File: config.mk
export PLATFORM = sky130hd
export DESIGN_NAME = tsg_queue
export DESIGN_NICKNAME = d
export VERILOG_FILES = /design/src/rtl/tsg_pkg.sv /design/src/rtl/tsg_queue.sv
export SDC_FILE = /design/constraint.sdc
export NUM_CORES = 1
export LEC_CHECK = 0
export ABC_CLOCK_PERIOD_IN_PS = 2950
export BUFFER_PORTS_ARGS = -buffer_cell sky130_fd_sc_hd__buf_2
export CAP_MARGIN = 20
export CORE_UTILIZATION = 45
export DETAILED_ROUTE_END_ITERATION = 6
export GPL_TIMING_DRIVEN = 0
export PLACE_DENSITY_LB_ADDON = 0.3
export SYNTH_ARGS = -nofsm -noshare
export SYNTH_HDL_FRONTEND = slang
export SYNTH_SLANG_ARGS = --single-unit
File: constraint.sdc
create_clock -name clk -period 2.95 [get_ports clk]
set_input_delay 0.4425 -clock clk [delete_from_list [all_inputs] [get_ports clk]]
set_output_delay 0.4425 -clock clk [all_outputs]
set_load 0.03 [all_outputs]
File: src/rtl/tsg_pkg.sv
// ----------------------------------------------------------------------------
// tsg_pkg
// Shared types, codes and constants of the two-sided Gaussian shape core.
// ----------------------------------------------------------------------------
package tsg_pkg;

  localparam int WORD_BITS = 32;
  localparam int FRAC_BITS = 16;
  localparam int QUEUE_DEPTH_DEF = 4;

  // ln 2 as unsigned Q.32
  localparam logic [31:0] LN2_Q32 = 32'd2977044472;
  // z saturation point, 64.0 in Q.32
  localparam logic [38:0] Z_CAP = 39'h40_0000_0000;

  // region codes
  localparam logic [1:0] REG_LEFT = 2'd0;
  localparam logic [1:0] REG_CORE = 2'd1;
  localparam logic [1:0] REG_TAIL = 2'd2;

  // register indexes
  localparam logic [1:0] CFG_MEAN        = 2'd0;
  localparam logic [1:0] CFG_LEFT_WIDTH  = 2'd1;
  localparam logic [1:0] CFG_RIGHT_WIDTH = 2'd2;
  localparam logic [1:0] CFG_TAIL_SLOPE  = 2'd3;

  typedef struct packed {
    logic signed [31:0] mean;
    logic [30:0]        left_width;
    logic [30:0]        right_width;
    logic signed [31:0] tail_slope;
  } cfg_t;

  // one classified word handed from the front to the back
  typedef struct packed {
    logic [1:0]  region;
    logic [31:0] span;    // distance whose square is the Gaussian numerator
    logic [62:0] den;     // 2 * width^2
    logic [31:0] excess;  // x - crossover, zero outside the tail
  } job_t;

endpackage

File: src/rtl/tsg_queue.sv
// ----------------------------------------------------------------------------
// tsg_queue
// Short FIFO between the classifying front and the arithmetic back.
// ----------------------------------------------------------------------------
module tsg_queue
  import tsg_pkg::*;
#(
  parameter int DEPTH = QUEUE_DEPTH_DEF
)
(
  input  logic clk,
  input  logic rst,
  input  logic in_valid,
  output logic in_ready,
  input  job_t in_job,
  output logic out_valid,
  input  logic out_ready,
  output job_t out_job
);

  localparam int PW = (DEPTH > 1) ? $clog2(DEPTH) : 1;
  localparam int CW = $clog2(DEPTH + 1);

  job_t          mem [DEPTH];
  logic [PW-1:0] wr_ptr, rd_ptr;
  logic [CW-1:0] count;
  logic          push, pop;

  assign in_ready  = (count != CW'(DEPTH));
  assign out_valid = (count != '0);
  assign push      = in_valid && in_ready;
  assign pop       = out_valid && out_ready;
  assign out_job   = mem[rd_ptr];

  always_ff @(posedge clk) begin
    if (rst) begin
      wr_ptr <= '0;
      rd_ptr <= '0;
      count  <= '0;
    end else begin
      if (push) begin
        wr_ptr <= (wr_ptr == PW'(DEPTH - 1)) ? '0 : wr_ptr + 1'b1;
      end
      if (pop) begin
        rd_ptr <= (rd_ptr == PW'(DEPTH - 1)) ? '0 : rd_ptr + 1'b1;
      end
      if (push && !pop) begin
        count <= count + 1'b1;
      end else if (pop && !push) begin
        count <= count - 1'b1;
      end
    end
  end

  always_ff @(posedge clk) begin
    if (push) begin
      mem[wr_ptr] <= in_job;
    end
  end

endmodule

==> results.md, run 1 <==
- CTS resizes: 1
- Adder-cell share of the synthesized area: 0.4978%
- First-pass detailed-route iteration total: 4
- Slew @ Worst Pin: 714.8 ps
- Hold Buf Count CTS: 0
- Non-filler instance count after layout: 1,631
- Die Ht: 208.0 µm
- Critical path fanouts, max: 11
- Compound-Gate Fraction of Synth Area: 0.1834%
- Multi-input gate area: 3204 µm²
- Synth warnings: 0
- Vias: 8,587
- Final Cycle Share: 94.15%
- Post-route DRC: 0
- Most common library cells after synthesis: edfxtp_1, mux4_2, buf_2
- Initial antenna violation count: 4
- Core area: 41,950 µm²
- Vias per inst: 5.265
- Power Density: 903.4 nW/µm²
- Overflow left after global routing: 0
- Fin. Hold Viols: 0
- Setup TNS: 0 ps
- Avg Cell Area, Syn: 26.49 µm²
- Starting Density: 45.54%
- Maximum clock insertion buffer count: 3
- Synthesis-stage register bit count: 525
- Max Fclk: 0.3600 GHz
- Fillers: 3,137
- Sink Count: 525
- XOR/XNOR Fraction of Synth Area: 0.09170%
- Register area: 15,680 µm²
- Yosys top cell area share: 81.12%
- Skew final: 18.01 ps
- Largest net degree at the start of global routing: 57
- Buffers added on ports: 262
- Post-synthesis simple-gate area fraction: 0.5568%
- Post-synth top area cell: edfxtp_1
- Slew HR: 52.35%
- CTS Root Cell: clkbuf_16
- Worst hold slack: 71.37 ps
- Pre-CTS WS: 266.0 ps
- Sequential share of the synthesized area: 82.06%
- Critical Path End Type: primary output
- Min-Delay Startpoint: in_job[112]
- Req. time, crit path: 2510 ps
- Most used DFF post-synth: edfxtp_1
- Main combinational cell family by area after synthesis: multiplexers
- Setup-failing EPs final: 0
- CTS tree: yes
- Total CTS buffers: 53
- Routed length per instance: 21.83 µm
- HP Class: in2reg
- Post-Synthesis Cells: 721
- Post-placement cell count: 1,530
- DRT antenna net count: 0
- Setup CP Type: reg2out
- P_leak: 7.762 nW
- Asr flop ratio synth: 0%
- Count leader, synth: edfxtp_1
- Mapped Area: 19,100 µm²
- DIE AREA: 43,280 µm²
- Clock Pin Slew Worst Setup and Hold Paths: 60 ps
- IO Count: 264
- Critical path arrival: 2340 ps
- Insertion delay to the later sink of the worst-skew pair: 580 ps
- Chip Width: 208.0 µm
- Layout area overhead: 20.87%
- First-pass GRT wire length: 54.17 mm
- Top post-synthesis cells by area: edfxtp_1, mux4_2, dfxtp_1
- Max-cap violations: 0
- Num rows: 75
- Initial DRC count: 584
- RePlAce Congestion: 0.7165
- Worst Setup Slack, final: 172.5 ps
- Number of global-route vias before repair: 9,126
- Distinct cell type count after synthesis: 26
- Total wire length: 35.61 mm
- Slew Limit Fails: 0
- Total GRT Usage: 16.72%
- Status: finished, final reports clean
- Nets@finish: 1,186
- Share of cells above drive strength 1: 46.73%
- Syn_nets: 861
- Crit start category: flip-flop
- Worst vdd ir: 0.0006298 V
- DPL Wire Length: 21.75 mm
- R2r startpoint: count[0]
- Tmin final: 2778 ps
- Max H-tree Level: 2
- Post-CTS Setup Inserts: 0
- EDFF count, synth: 516
- Post-synthesis mux area share: 15.37%
- RSZ-0062 raised after global routing: false
==> flip-flops by register name (all words and copies together), names as in the netlist, named ones only <==
signal and flops:
wr_ptr 2, rd_ptr 2, count 3, mem 516
==> metal layers <==
metal	global-route usage, %	share of wire, %	vias up	wire, µm
met4	4.674	1.8	4	651
li1	-	-	3800	-
met1	22.02	42	4465	14960
met3	5.494	7.5	58	2664
met5	0	0.067	-	24
met2	26.79	49	260	17310
==> cell usage in the layout, fill, tap and decap left out, drive strengths merged <==
master,n
nand3,1
nor2,3
nand2,1
nand2b,2
a21oi,2
clkinv,17
o21ai,1
clkinvlp,1
bufinv,6
mux4,129
nor3,1
fa,1
clkbuf,73
inv,5
or3,3
ha,6
edfxtp,516
o31ai,2
dfxtp,9
xor2,2
mux2i,3
or3b,1
diode,5
and3,4
buf,297
and2,1
==> power breakdown <==
group          leakage [nW]  internal (mW)  switching (mW)
clock                 0.852           4.02            2.64
sequential             4.80           9.03           0.164
combinational          2.11           1.85            3.16
total                  7.76           14.9            5.97
==> cell type report <==
cell class / instances / area share, %
Antenna cell: 5 / 0.05419
Sequential cell: 525 / 67.89
Clock inverter: 26 / 1.208
Inverter: 3 / 0.04877
Clock buffer: 70 / 6.378
Timing Repair Buffer: 270 / 6.633
Tap cell: 539 / 2.921
Buffer: 30 / 0.9863
Multi-Input combinational cell: 163 / 13.88
==> final timing paths <==
path                       to  slack [ps]  cells after the start
setup reg to reg     count[2]         520                      7
setup / recovery   out_job[1]         170                      4
hold / removal    mem[1][112]          70                      1
hold reg to reg     rd_ptr[0]         490                      2
==> per-stage QoR <==
step	power, mW	cell area (µm²)	utilization (%)
2_1_floorplan	12.89	19100	-
3_3_place_gp	14.37	21090	50.27
3_5_place_dp	14.46	21320	50.83
4_1_cts	21.14	23080	55.01
5_1_grt	21.66	23080	55.01
6_report	20.86	23090	55.04
==> cell families (layout without fill, tap and decap cells) <==
kind of cell	after synthesis	after routing
other	0	5
adders and majority gates	7	7
xor gates and xnor gates	2	2
AOI/OAI and AO/OA	5	5
muxes	132	132
buffers and inverters	33	399
and+or+nand+nor	17	17
DFF	525	525
==> critical path, stage by stage, from the launching register on <==
cell      delay, ps
dfxtp_1         330
clkbuf_2        380
buf_2           400
mux4_2          430
buf_2           210
Power figures use the tool's default switching activity.
==> inputs of run 2 (changes only) <==
- ABC_AREA: unset -> 1
==> run 2 against run 1 <==
  * Flip-flop and latch count unchanged
  * Count of clock-buffer cells in the layout down 12
  * Total power up 16%
==> results.md, run 2 <==
- Status: finished, final reports clean
- Distinct cell type count after synthesis: 21 (-19%)
- Power Total: 24.27 mW (+16%)
- Hold Buf Count CTS: 0 (unchanged)
- Worst reg2reg setup slack: 910 ps (+390 ps)
- Max-cap violations: 0 (unchanged)
- DIE AREA: 44,470 µm² (+2.8%)
- Biggest register: mem
- Max reg flops: 516 (unchanged)
- Post-CTS Setup Inserts: 0 (unchanged)
- Non-filler instance count after layout: 2,286 (+40%)
- Share of cells above drive strength 1: 25.94% (-21 points)
- Leading registers by flop count: mem (516), count (3)
- CTS tree: yes
- Post-synthesis mux area share: 0% (-15 points)
- Sink Count: 525 (unchanged)
- Post-synth top area cell: edfxtp_1
- RePlAce Congestion: 0.7610 (+6.2%)
- Nets@finish: 1,794 (+51%)
- Post-route cell area: 23,940 µm² (+3.7%)
- DPL Wire Length: 30.64 mm (+41%)
- Starting Density: 45.58% (about the same)
- Post-synthesis simple-gate area fraction: 5.659% (+5.1 points)
- Vias per inst: 5.369 (+2.0%)
- Slew HR: 57.82% (+5.5 points)
- Fillers: 3,419 (+9.0%)
- Hold Path End: count[0]
- Setup-failing EPs final: 0 (unchanged)
- RSZ-0062 raised after global routing: false
- Max Fclk: 0.3510 GHz (-2.5%)
- Avg Cell Area, Syn: 14.92 µm² (-44%)
- Synthesis-stage register bit count: 525 (unchanged)
- Num rows: 76 (+1.3%)
- Yosys top cell area share: 78.92% (-2.2 points)
- Most used DFF post-synth: edfxtp_1
- Main combinational cell family by area after synthesis: compound AO/OA/AOI/OAI gates
- Min-Delay Startpoint: rst
- Req. time, crit path: 2510 ps (about the same)
- Hold Path Stages: 2 (+1)
- Pre-CTS WS: 486.8 ps (+220.7 ps)
- Total GRT Usage: 21.50% (+4.8 points)
- Largest net degree at the start of global routing: 29 (-49%)
- First-pass detailed-route iteration total: 5 (+1)
- Routed length per instance: 21.07 µm (-3.5%)
- Slew @ Worst Pin: 631.2 ps (-83.51 ps)
- IO Count: 264 (unchanged)
- Buffers added on ports: 263 (+0.38%)
- Tmin final: 2849 ps (+71.64 ps)
- Critical Path End Type: primary output
- HP Class: in2reg
- R2r startpoint: count[1]
- Slew Limit Fails: 0 (unchanged)
- Top post-synthesis cells by area: edfxtp_1, nor2_1, o21ai_0
- Number of global-route vias before repair: 12,370 (+35%)
- CP max stage cell: dfxtp_2
- Skew final: 16.90 ps (-1.111 ps)
- Sequential share of the synthesized area: 79.84% (-2.2 points)
- Synth warnings: 0 (unchanged)
- XOR/XNOR Fraction of Synth Area: 0.04461% (-0.047 points)
- Core area: 43,080 µm² (+2.7%)
- Compound-Gate Fraction of Synth Area: 10.76% (+11 points)
- Maximum clock insertion buffer count: 3 (unchanged)
- Adder-cell share of the synthesized area: 0.4844% (-0.013 points)
- Initial DRC count: 840 (+44%)
- Die Ht: 210.9 µm (+1.4%)
- Critical path fanouts, max: 10 (-1)
- Most common cell after layout, fill and taps aside: edfxtp_1
- CTS Root Cell: clkbuf_16
- Final Cycle Share: 96.58% (+2.4 points)
- Most common library cells after synthesis: edfxtp_1, nor2_1, o21ai_0
- Critical path arrival: 2410 ps (+70 ps)
- Insertion delay to the later sink of the worst-skew pair: 600 ps (+20 ps)
- Layout area overhead: 21.94%
- Total CTS buffers: 53 (unchanged)
- Cell chain of the critical path: buf_6 -> buf_4 -> buf_4 -> nor2_1 -> o22ai_1 -> buf_2
- Initial antenna violation count: 10 (+6)
- First-pass GRT wire length: 72.06 mm (+33%)
- Worst Setup Slack, final: 100.8 ps (-71.64 ps)
- Post-Synthesis Cells: 1,316 (+83%)
- Total wire length: 48.17 mm (+35%)
- Power Density: 1014 nW/µm² (+12%)
- Most frequent cells in the layout: edfxtp_1, nor2_1, buf_2
- Worst vdd ir: 0.0006576 V (+4.4%)
- Critical R2R Capture: mem[0][108]
- CP max stage delay: 470 ps (+40 ps)
- Vias: 12,270 (+43%)
- DRT antenna net count: 0 (unchanged)
- Most used cell, CP: buf_4
- Chip Width: 210.9 µm (+1.4%)
- Crit start category: flip-flop
- Setup CP Type: reg2out
- P_leak: 8.465 nW (+9.1%)
- DP Area: 22,160 µm² (+3.9%)
- Mapped Area: 19,630 µm² (+2.8%)
- Count leader, synth: edfxtp_1
- Asr flop ratio synth: 0% (unchanged)
- Syn_nets: 1,456 (+69%)
- Reg2reg path depth: 7 (unchanged)
- Max H-tree Level: 2 (unchanged)
- Fin. Hold Viols: 0 (unchanged)
- EDFF count, synth: 516 (unchanged)
- Clock Pin Slew Worst Setup and Hold Paths: 60 ps (about the same)
- Post-placement cell count: 2,184 (+43%)
- Overflow left after global routing: 0 (unchanged)
- Post-route DRC: 0 (unchanged)
run 2: changes by cell type after synthesis, moves of 6 or more:
| cell | previous run | this run |
|---|---|---|
| nor2_1 | 3 | 275 |
| o21ai_0 | 1 | 165 |
| mux4_2 | 129 | 0 |
| o22ai_1 | 0 | 129 |
| o21ai_1 | 0 | 94 |
| clkbuf_1 | 3 | 33 |
| buf_4 | 2 | 15 |
| nand2_1 | 1 | 14 |
| buf_6 | 12 | 24 |
| inv_1 | 3 | 15 |
| buf_2 | 13 | 6 |
| clkbuf_2 | 0 | 6 |
run 2: worst max path at each step:
stage	startpoint	endpoint	slack, ps	cells past startpoint
final	flip-flop	out_job[45]	100	6
after CTS	flip-flop	out_job[28]	-60	6
after floorplan	count[0]	mem[0][0]	-50	4
after detailed placement	flip-flop	out_job[67]	490	5
after global routing	flip-flop	out_job[76]	3	5
after global placement	in_valid	mem[3][103]	-1690	3
run 2: where the power goes:
group | leakage, nW | internal [mW] | switching, mW | total, mW
clock | 0.852 | 3.91 | 2.75 | 6.66
sequential | 4.80 | 9.08 | 0.206 | 9.29
combinational | 2.81 | 2.31 | 6.02 | 8.32
run 2: cell type report:
| class | count | area [µm²] | area share (%) |
|---|---|---|---|
| Buffer | 84 | 595.6 | 2.488 |
| Sequential cell | 525 | 15680 | 65.50 |
| Inverter | 16 | 62.56 | 0.2613 |
| Clock buffer | 58 | 1345 | 5.618 |
| Tap cell | 585 | 732.0 | 3.057 |
| Antenna cell | 5 | 12.51 | 0.05226 |
| Clock inverter | 39 | 397.9 | 1.662 |
| Timing Repair Buffer | 283 | 1724 | 7.202 |
| Multi-Input combinational cell | 691 | 3390 | 14.16 |
run 2: metrics by stage:
stage	setup TNS, ps	hold slack, ps	util, %
final	0	35.13	55.58
after global routing	0	31.12	55.55
after CTS	-482.4	5.869	55.50
after detailed placement	0	522.8	51.43
after global placement	-823250	515.8	50.49
after floorplan	-18640	482.7	-
run 2: kinds of logic after synthesis:
family / after synthesis
flip-flops: 525
AO/OA/AOI/OAI: 390
AND/OR/NAND/NOR: 293
buffers and inverters: 100
adder cells (fa/ha/maj): 7
XOR/XNOR: 1
run 2: worst max-delay path, delay by kind of cell, from the launching register on:
family                 cells  cell delay, ps
AO/OA/AOI/OAI              1             260
buffers and inverters      4            1000
flip-flops                 1             470
AND/OR/NAND/NOR            1              70
run 2: per-layer routing:
metal,vias up,track usage [%],part of all wire (%)
met1,6139,27.82,41
met5,-,0,0.089
met3,70,5.352,7.2
met2,398,35.53,49
li1,5659,-,-
met4,8,7.146,2.0
run 2: timing repair:
action	in CTS	in global routing
endpoints found under the setup margin	94	69
resized for setup	8	28
endpoints found under the hold margin	0	0
